File: src/rtl/serial_radio_frame_parser_defines.svh
// Assertion macros shared by the serial radio frame parser.
`ifndef SERIAL_RADIO_FRAME_PARSER_DEFINES_SVH
`define SERIAL_RADIO_FRAME_PARSER_DEFINES_SVH

`ifndef ASSERT_OFF
`define SRFP_ASSERT(lbl, clk, rst_n, prop) \
  lbl: assert property (@(posedge clk) disable iff (!rst_n) prop) \
    else $error("assertion failed");
`define SRFP_ASSERT_ALWAYS(lbl, clk, prop) \
  lbl: assert property (@(posedge clk) prop) else $error("assertion failed");
`else
`define SRFP_ASSERT(lbl, clk, rst_n, prop)
`define SRFP_ASSERT_ALWAYS(lbl, clk, prop)
`endif

`endif

File: src/rtl/srfp_pkg.sv
`default_nettype none
package srfp_pkg;
  localparam int unsigned CAPTURE_BYTES_DEF = 11;

  localparam logic [7:0] SYNC_BYTE = 8'h55;
  localparam logic [7:0] HDR_RPS   = 8'h20;
  localparam logic [7:0] HDR_4BS   = 8'h22;
  localparam logic [7:0] HDR_TEACH = 8'h62;
  localparam logic [7:0] CRC_POLY  = 8'h07;
  localparam logic [7:0] RPS_MASK  = 8'h0F;

  localparam logic [7:0] RADIO_TYPE_RESET = 8'd1;
  localparam logic [7:0] ERP2_TYPE_RESET  = 8'd10;

  localparam logic [7:0] CFG_RADIO_TYPE = 8'd0;
  localparam logic [7:0] CFG_ERP2_TYPE  = 8'd1;

  localparam logic [1:0] ST_OK       = 2'd0;
  localparam logic [1:0] ST_HDR_CRC  = 2'd1;
  localparam logic [1:0] ST_BAD_RHDR = 2'd2;
  localparam logic [1:0] ST_DATA_CRC = 2'd3;

  typedef enum logic [2:0] {
    PH_HUNT, PH_HDR, PH_HCRC, PH_DATA, PH_OPT, PH_DCRC
  } phase_t;

  typedef struct packed {
    logic [7:0] radio_type;
    logic [7:0] erp2_type;
  } cfg_t;

  function automatic logic [7:0] crc8_step(input logic [7:0] crc, input logic [7:0] b);
    logic [7:0] c;
    c = crc ^ b;
    for (int i = 0; i < 8; i++) begin
      if (c[7]) begin
        c = {c[6:0], 1'b0} ^ CRC_POLY;
      end else begin
        c = {c[6:0], 1'b0};
      end
    end
    return c;
  endfunction
endpackage
`default_nettype wire

File: src/rtl/srfp_front.sv
`default_nettype none
`include "serial_radio_frame_parser_defines.svh"
module srfp_front
  import srfp_pkg::*;
(
  input  wire logic       clk,
  input  wire logic       rst_n,
  input  wire logic       in_valid,
  output logic            in_ready,
  input  wire logic [7:0] in_rx_byte,
  output logic            q_valid,
  input  wire logic       q_ready,
  output logic [7:0]      q_byte
);
  logic [7:0] mem_r [2];
  logic       wptr_r, wptr_nxt, rptr_r, rptr_nxt;
  logic [1:0] count_r, count_nxt;
  logic       push, pop;

  assign in_ready = (count_r != 2'd2);
  assign q_valid  = (count_r != 2'd0);
  assign q_byte   = mem_r[rptr_r];
  assign push     = in_valid && in_ready;
  assign pop      = q_valid && q_ready;

  always_comb begin
    wptr_nxt  = push ? ~wptr_r : wptr_r;
    rptr_nxt  = pop ? ~rptr_r : rptr_r;
    count_nxt = count_r + {1'b0, push} - {1'b0, pop};
  end

  always_ff @(posedge clk) begin
    if (!rst_n) begin
      wptr_r  <= 1'b0;
      rptr_r  <= 1'b0;
      count_r <= 2'd0;
    end else begin
      wptr_r  <= wptr_nxt;
      rptr_r  <= rptr_nxt;
      count_r <= count_nxt;
    end
  end

  always_ff @(posedge clk) begin
    if (push) begin
      mem_r[wptr_r] <= in_rx_byte;
    end
  end

  `SRFP_ASSERT(a_count_max, clk, rst_n, count_r != 2'd3)
  `SRFP_ASSERT(a_count_up, clk, rst_n, (push && !pop) |=> count_r == $past(count_r) + 2'd1)
  `SRFP_ASSERT(a_count_dn, clk, rst_n, (pop && !push) |=> count_r == $past(count_r) - 2'd1)
endmodule
`default_nettype wire

File: src/rtl/srfp_engine.sv
`default_nettype none
module srfp_engine
  import srfp_pkg::*;
#(
  parameter int unsigned CAPTURE_BYTES = CAPTURE_BYTES_DEF
) (
  input  wire logic        clk,
  input  wire logic        rst_n,
  input  wire cfg_t        cfg,
  input  wire logic        q_valid,
  output logic             q_ready,
  input  wire logic [7:0]  q_byte,
  output logic             out_valid,
  input  wire logic        out_ready,
  output logic [1:0]       out_status,
  output logic [7:0]       out_packet_type,
  output logic [15:0]      out_data_length,
  output logic [7:0]       out_option_length,
  output logic [7:0]       out_radio_header,
  output logic [31:0]      out_sender_id,
  output logic [31:0]      out_payload,
  output logic             out_repeat_flag
);
  phase_t      phase_r, phase_nxt;
  logic [15:0] cnt_r, cnt_nxt;
  logic [16:0] cnt_inc;
  logic [7:0]  hdr_r [4];
  logic [7:0]  crc_r, crc_nxt, crc_new;
  logic [7:0]  cap_r [CAPTURE_BYTES];
  logic        go, clear_cap, cap_we, hdr_we;
  logic [7:0]  cap0;
  logic [15:0] hdr_len;
  logic        is_radio, rhdr_ok;
  logic        emit;
  logic [1:0]  st;
  logic        full;
  logic        valid_r;
  logic [1:0]  status_r;
  logic [7:0]  ptype_r, olen_r, rhdr_r;
  logic [15:0] dlen_r;
  logic [31:0] id_r, pay_r, id_v, pay_v;
  logic        rep_r, rep_v;
  logic [7:0]  rh_v;
  logic [7:0]  c1, c2, c3, c4, c5, c6, c7, c8;

  assign q_ready = !valid_r || out_ready;
  assign go      = q_valid && q_ready;
  assign crc_new = crc8_step(crc_r, q_byte);
  assign cnt_inc = {1'b0, cnt_r} + 17'd1;
  assign hdr_len = {hdr_r[0], hdr_r[1]};
  assign is_radio = (hdr_r[3] == cfg.radio_type) || (hdr_r[3] == cfg.erp2_type);
  assign cap0 = (phase_r == PH_DATA && cnt_r == 16'd0) ? q_byte : cap_r[0];
  assign rhdr_ok = (cap0 == HDR_RPS) || (cap0 == HDR_4BS) || (cap0 == HDR_TEACH);

  // Field selection for a good frame; teach-in shifts everything by two bytes.
  always_comb begin
    if (cap_r[0] == HDR_TEACH) begin
      c1 = cap_r[3]; c2 = cap_r[4]; c3 = cap_r[5]; c4 = cap_r[6];
      c5 = cap_r[7]; c6 = cap_r[8]; c7 = cap_r[9]; c8 = cap_r[10];
    end else begin
      c1 = cap_r[1]; c2 = cap_r[2]; c3 = cap_r[3]; c4 = cap_r[4];
      c5 = cap_r[5]; c6 = cap_r[6]; c7 = cap_r[7]; c8 = cap_r[8];
    end
    rh_v  = 8'd0;
    id_v  = 32'd0;
    pay_v = 32'd0;
    rep_v = 1'b0;
    if (is_radio) begin
      rh_v = cap_r[0];
      id_v = {c1, c2, c3, c4};
      if (cap_r[0] == HDR_RPS) begin
        pay_v = {24'd0, c5 & RPS_MASK};
        rep_v = c5[7];
      end else begin
        pay_v = {c8, c7, c6, c5};
      end
    end
  end

  always_comb begin
    phase_nxt = phase_r;
    cnt_nxt   = cnt_r;
    crc_nxt   = crc_r;
    clear_cap = 1'b0;
    cap_we    = 1'b0;
    hdr_we    = 1'b0;
    full      = 1'b0;
    emit      = 1'b0;
    st        = ST_OK;
    unique case (phase_r)
      PH_HUNT: begin
        if (q_byte == SYNC_BYTE) begin
          phase_nxt = PH_HDR;
          cnt_nxt   = 16'd0;
          crc_nxt   = 8'd0;
          clear_cap = 1'b1;
        end
      end
      PH_HDR: begin
        hdr_we  = 1'b1;
        crc_nxt = crc_new;
        cnt_nxt = cnt_inc[15:0];
        if (cnt_inc >= 17'd4) begin
          phase_nxt = PH_HCRC;
        end
      end
      PH_HCRC: begin
        if (q_byte != crc_r) begin
          emit      = 1'b1;
          st        = ST_HDR_CRC;
          phase_nxt = PH_HUNT;
        end else begin
          crc_nxt = 8'd0;
          cnt_nxt = 16'd0;
          if (hdr_len != 16'd0) begin
            phase_nxt = PH_DATA;
          end else if (is_radio && !rhdr_ok) begin
            emit      = 1'b1;
            st        = ST_BAD_RHDR;
            phase_nxt = PH_HUNT;
          end else begin
            phase_nxt = (hdr_r[2] != 8'd0) ? PH_OPT : PH_DCRC;
          end
        end
      end
      PH_DATA: begin
        cap_we  = 1'b1;
        crc_nxt = crc_new;
        cnt_nxt = cnt_inc[15:0];
        if (cnt_inc >= {1'b0, hdr_len}) begin
          if (is_radio && !rhdr_ok) begin
            emit      = 1'b1;
            st        = ST_BAD_RHDR;
            phase_nxt = PH_HUNT;
          end else begin
            cnt_nxt   = 16'd0;
            phase_nxt = (hdr_r[2] != 8'd0) ? PH_OPT : PH_DCRC;
          end
        end
      end
      PH_OPT: begin
        crc_nxt = crc_new;
        cnt_nxt = cnt_inc[15:0];
        if (cnt_inc >= {9'd0, hdr_r[2]}) begin
          phase_nxt = PH_DCRC;
        end
      end
      PH_DCRC: begin
        phase_nxt = PH_HUNT;
        emit      = 1'b1;
        if (q_byte != crc_r) begin
          st = ST_DATA_CRC;
        end else begin
          full = 1'b1;
        end
      end
      default: phase_nxt = PH_HUNT;
    endcase
  end

  always_ff @(posedge clk) begin
    if (!rst_n) begin
      phase_r <= PH_HUNT;
      cnt_r   <= 16'd0;
      crc_r   <= 8'd0;
      valid_r <= 1'b0;
    end else begin
      if (go) begin
        phase_r <= phase_nxt;
        cnt_r   <= cnt_nxt;
        crc_r   <= crc_nxt;
      end
      if (go && emit) begin
        valid_r <= 1'b1;
      end else if (out_ready) begin
        valid_r <= 1'b0;
      end
    end
  end

  // Stores reset to zero because a radio frame with no data reads its header byte as zero.
  always_ff @(posedge clk) begin
    if (!rst_n) begin
      for (int i = 0; i < 4; i++) begin
        hdr_r[i] <= 8'd0;
      end
      for (int i = 0; i < CAPTURE_BYTES; i++) begin
        cap_r[i] <= 8'd0;
      end
    end else if (go) begin
      if (hdr_we) begin
        hdr_r[cnt_r[1:0]] <= q_byte;
      end
      for (int i = 0; i < CAPTURE_BYTES; i++) begin
        if (clear_cap) begin
          cap_r[i] <= 8'd0;
        end else if (cap_we && cnt_r == 16'(i)) begin
          cap_r[i] <= q_byte;
        end
      end
    end
  end

  always_ff @(posedge clk) begin
    if (go && emit) begin
      status_r <= st;
      ptype_r  <= hdr_r[3];
      dlen_r   <= hdr_len;
      olen_r   <= hdr_r[2];
      rhdr_r   <= (st == ST_BAD_RHDR) ? cap0 : (full ? rh_v : 8'd0);
      id_r     <= full ? id_v : 32'd0;
      pay_r    <= full ? pay_v : 32'd0;
      rep_r    <= full ? rep_v : 1'b0;
    end
  end

  assign out_valid         = valid_r;
  assign out_status        = status_r;
  assign out_packet_type   = ptype_r;
  assign out_data_length   = dlen_r;
  assign out_option_length = olen_r;
  assign out_radio_header  = rhdr_r;
  assign out_sender_id     = id_r;
  assign out_payload       = pay_r;
  assign out_repeat_flag   = rep_r;
endmodule
`default_nettype wire

File: src/rtl/serial_radio_frame_parser.sv
`default_nettype none
// Serial radio frame parser. Feed received serial bytes on the in_ channel,
// one byte per transfer. The block hunts for the sync byte, checks the header
// and data CRC-8, and decodes radio telegrams. Each frame that completes or
// fails gives one transfer on the out_ channel with a status code and the
// decoded fields; bytes outside a frame give nothing.
// Throughput is one byte per cycle while no result waits with out_ready low:
// each byte takes one pass of the frame engine, which does one CRC step and
// one capture per cycle. The byte that completes the frame passes through
// the two-entry input queue, and the engine loads the output register as it
// consumes it; out_valid then rises.
// When out_ready is low, a waiting result holds the engine; the input queue
// then fills and in_ready drops once it holds two bytes.
// Reset (synchronous, rst_n low) returns the parser to sync hunt, empties the
// queue and the output register, and sets the radio type codes to 1 and 10.
// The cfg_ channel is always ready; index 0 writes the radio type code,
// index 1 the ERP2 type code, other indexes are ignored. Write it only while
// the block is idle.
module serial_radio_frame_parser
  import srfp_pkg::*;
#(
  parameter int unsigned CAPTURE_BYTES = CAPTURE_BYTES_DEF
) (
  input  wire logic        clk,
  input  wire logic        rst_n,
  input  wire logic        in_valid,
  output logic             in_ready,
  input  wire logic [7:0]  in_rx_byte,
  output logic             out_valid,
  input  wire logic        out_ready,
  output logic [1:0]       out_status,
  output logic [7:0]       out_packet_type,
  output logic [15:0]      out_data_length,
  output logic [7:0]       out_option_length,
  output logic [7:0]       out_radio_header,
  output logic [31:0]      out_sender_id,
  output logic [31:0]      out_payload,
  output logic             out_repeat_flag,
  input  wire logic        cfg_valid,
  output logic             cfg_ready,
  input  wire logic [7:0]  cfg_index,
  input  wire logic [7:0]  cfg_data
);
  cfg_t       cfg_r;
  logic       q_valid, q_ready;
  logic [7:0] q_byte;

  assign cfg_ready = 1'b1;

  always_ff @(posedge clk) begin
    if (!rst_n) begin
      cfg_r.radio_type <= RADIO_TYPE_RESET;
      cfg_r.erp2_type  <= ERP2_TYPE_RESET;
    end else if (cfg_valid) begin
      if (cfg_index == CFG_RADIO_TYPE) begin
        cfg_r.radio_type <= cfg_data;
      end else if (cfg_index == CFG_ERP2_TYPE) begin
        cfg_r.erp2_type <= cfg_data;
      end
    end
  end

  srfp_front u_front (
    .clk        (clk),
    .rst_n      (rst_n),
    .in_valid   (in_valid),
    .in_ready   (in_ready),
    .in_rx_byte (in_rx_byte),
    .q_valid    (q_valid),
    .q_ready    (q_ready),
    .q_byte     (q_byte)
  );

  srfp_engine #(
    .CAPTURE_BYTES (CAPTURE_BYTES)
  ) u_engine (
    .clk               (clk),
    .rst_n             (rst_n),
    .cfg               (cfg_r),
    .q_valid           (q_valid),
    .q_ready           (q_ready),
    .q_byte            (q_byte),
    .out_valid         (out_valid),
    .out_ready         (out_ready),
    .out_status        (out_status),
    .out_packet_type   (out_packet_type),
    .out_data_length   (out_data_length),
    .out_option_length (out_option_length),
    .out_radio_header  (out_radio_header),
    .out_sender_id     (out_sender_id),
    .out_payload       (out_payload),
    .out_repeat_flag   (out_repeat_flag)
  );
endmodule
`default_nettype wire
File: config.mk
export PLATFORM = sky130hd
export DESIGN_NAME = serial_radio_frame_parser
export DESIGN_NICKNAME = d
export VERILOG_FILES = /design/src/rtl/srfp_pkg.sv /design/src/rtl/srfp_front.sv /design/src/rtl/srfp_engine.sv /design/src/rtl/serial_radio_frame_parser.sv
export VERILOG_INCLUDE_DIRS = /design/src /design/src/rtl
export SDC_FILE = /design/constraint.sdc
export NUM_CORES = 1
export LEC_CHECK = 0
export BUFFER_PORTS_ARGS = -buffer_cell sky130_fd_sc_hd__buf_2
export CORE_ASPECT_RATIO = 1.5
export CORE_MARGIN = 8
export CORE_UTILIZATION = 40
export CTS_CLUSTER_DIAMETER = 200
export DETAILED_ROUTE_END_ITERATION = 8
export GPL_TIMING_DRIVEN = 0
export HOLD_SLACK_MARGIN = 0.15
export SETUP_SLACK_MARGIN = 0.4
export SLEW_MARGIN = 20
export SYNTH_ARGS = -nofsm -noshare
export SYNTH_HDL_FRONTEND = slang
export SYNTH_SLANG_ARGS = --single-unit
File: constraint.sdc
create_clock -name clk -period 8.75 [get_ports clk]
set_input_delay 2.625 -clock clk [delete_from_list [all_inputs] [get_ports clk]]
set_output_delay 2.625 -clock clk [all_outputs]
set_load 0.1 [all_outputs]
==> out/metrics.cfg <==
[power]
p_leak_nw=5.60
power_density_mw_per_mm2=253
power.total_mw=3.88
vdd_drop_max_mv=0.141

[grt]
grtUsageTotal_pct=17.5
grt_pass1_wl_mm=52.6
globalRoute.totalOverflow=0
antenna_found_initial=0
first_global_vias=9354
grt_max_degree=25

[die]
start_util_pct=40.5
core_mm2=0.0324
dieArea_mm2=0.0390
dieWidth_um=164
io_pins=139
fp-row-count=81
die_h_um=238

[cells_and_area]
multi_input_area_mm2=0.00447
final_cells=1789
areaGrowthSynthToFinish_pct=17.2
final-seq-area_mm2=0.00828
fillers=3015
final_layout_size_suffix_gt1_share_pct=16.2
fin_nets=1416
diodes=0

[route]
drt_wl_total_mm=34.6
ant_nets=0
drc_errors=0
dr.pass1.iters=5
routed_via_density=5.23
vias=9351
dr.first_iter.drc_count=598
wl_per_cell_um=19.4

[synth]
netlist_top_cells_count=edfxtp_1, nand2_1, nor2_1
synth.most_common_cell=edfxtp_1
yosys-top-cells-area=edfxtp_1, dfxtp_1, nand2_1, nor2_1, a21oi_1
ys_seq_area_share_pct=63.1
synth-async-reset-ratio_pct=0
synth_edf_count=243
syn_avg_cell_area_um2=11.1
synth_nets=1246
ys_warn_count=0
netlist_area_mm2=0.0131
synthCells=1184
ys_seq_elements=292
synth_top_area_share_pct=55.6
synth_ff_type=edfxtp_1
synth_top_area_cell=edfxtp_1
yosysUniqueCellTypes=66

[sta]
setup_slack_ps=2770
hold_viol_final=0
setup_tns_ps=0
fin_crit_ps=5980
clock_skew_ps=22.3
fin_crit_sh_pct=68.3
rsz0062_at_grt=no
setup_viol=0
max-slew-margin-rel_pct=31.7
worst_slew_pin_slew_ps=1020
finalMaxSlewViolations=0
fmax_mhz=167

[clock_tree]
clock_sinks=292
clockBufferDepth=3
cts_resized=0
clkTransAtPathRegs_ps=70
root_buffer=clkbuf_16
cts_tree=done
cts_buffers=26
cts_setup_buffers=0
cts.hold.buffers_added=0
h-tree-depth=1
clk-insertion-delay-late_ps=550

[setup_path]
worstSetupStartpointType=flop
cp-end-kind=flop
cp-startpoint=u_engine.cnt_r[0]
worstReg2RegStart=u_engine.cnt_r[0]
critical_path_peak_fanout=24
worst_ep_arrival_time_ps=6220
crit_required_ps=8990
critPathKind=reg -> reg

[placed_design]
post-place-ws_ps=2770
portBuffers=136
placed_cells=1741
routabilityCongestion=0.909
place_hpwl_mm=26.0

[worst_hold_path]
hp-start=u_engine.hdr_r[1][4]
hp-class=reg -> reg

[flow_run]
maxCapViolations=0

[outcome]
status=finished clean

## through the flow
step / utilization (%) / hold slack, ps / cell area [um2]
6_report: 47.4 / 481 / 15400
5_1_grt: 47.4 / 494 / 15400
4_1_cts: 47.4 / 481 / 15400
3_5_place_dp: 44.7 / 472 / 14500
3_3_place_gp: 44.2 / 463 / 14300
2_1_floorplan: - / 450 / 13100
## final cells by class
type	instances	share of cell area (%)
plain buffers	63	1.69
clock buffers	35	4.85
clock inverters	13	0.944
inverters	41	1.00
multi-input cells	788	29.1
flip-flops and latches	292	53.8
well taps	415	3.38
repair buffers	142	5.25
## flip-flops by register name, indices dropped and copies added, names as in the netlist, named ones only
name / flops
u_front.wptr_r: 1
u_front.count_r: 2
cfg_r: 16
u_engine.out_valid: 1
u_engine.hdr_r: 32
u_engine.cap_r: 88
u_front.rptr_r: 1
u_engine.cnt_r: 16
u_front.mem_r: 16
u_engine.out_sender_id: 32
u_engine.out_repeat_flag: 1
u_engine.out_packet_type: 8
u_engine.out_option_length: 8
u_engine.out_radio_header: 8
u_engine.out_data_length: 16
u_engine.out_payload: 32
u_engine.out_status: 2
u_engine.phase_r: 3
u_engine.crc_r: 8
## path summary, 6_finish.rpt
path / slack (ps) / cells past startpoint / end
setup / recovery: 2770 / 15 / u_engine.out_option_length[0]
hold / removal: 480 / 0 / u_engine.out_data_length[4]
setup reg to reg: 2770 / 15 / u_engine.out_option_length[0]
hold reg to reg: 480 / 0 / u_engine.out_data_length[4]
## where the power goes
group / switching [mW] / internal (mW) / leakage (nW)
sequential: 0.0550 / 1.60 / 2.66
clock: 0.525 / 0.666 / 0.429
combinational: 0.757 / 0.279 / 2.51
## logic make-up after synthesis
family / after synthesis / share of synthesized area (%)
and+or+nand+nor: 500 / 16.8
DFF: 292 / 63.1
AOI/OAI and AO/OA: 168 / 7.52
buffers and inverters: 104 / 3.16
xor gates and xnor gates: 57 / 3.86
adders and majority gates: 33 / 3.15
muxes: 29 / 2.39
other: 1 / 0.0286
## placed cells by master, fill, tap and decap left out, types with 4 or more instances in the layout
cell and n:
mux2i_2 6, a22o_1 9, nor4_1 14, buf_16 4, mux2i_1 19, nand3_1 26, inv_1 38, and2_1 4
clkbuf_8 4, ha_1 33, or3_1 7, a22oi_1 6, a21oi_1 99, nor2_1 176, xor2_1 11, and3_1 9
buf_2 147, edfxtp_1 243, a31oi_1 7, dfxtp_1 49, nand2b_1 6, nand3b_1 5, nand2_1 204, nand4_1 11
clkbuf_1 53, nor2b_1 4, clkbuf_16 27, nand4b_1 4, and4_1 6, xnor2_1 45, o21ai_0 19, nor3_1 11
## worst max-delay path: stages (launching register included)
cell and delay (ps):
dfxtp_1 560, nand4_1 350, nor4_1 790, and3_1 300, xor2_1 320, ha_1 190
and3_1 180, nand2_1 80, a2111oi_1 910, nor2_1 190, o22a_1 300, o22ai_4 650
buf_16 250, buf_16 180, buf_16 190, buf_16 180
## layer usage
metal | wire (um) | global-route usage (%) | share of wire [%] | vias up
li1 | - | - | - | 4508
met1 | 12700 | 18.6 | 37 | 4502
met2 | 18900 | 33.4 | 55 | 270
met3 | 1700 | 2.17 | 4.9 | 71
met4 | 1300 | 7.54 | 3.7 | 0
met5 | 0 | 0 | 0 | -
Note: power is estimated with default switching activity, not from simulation.
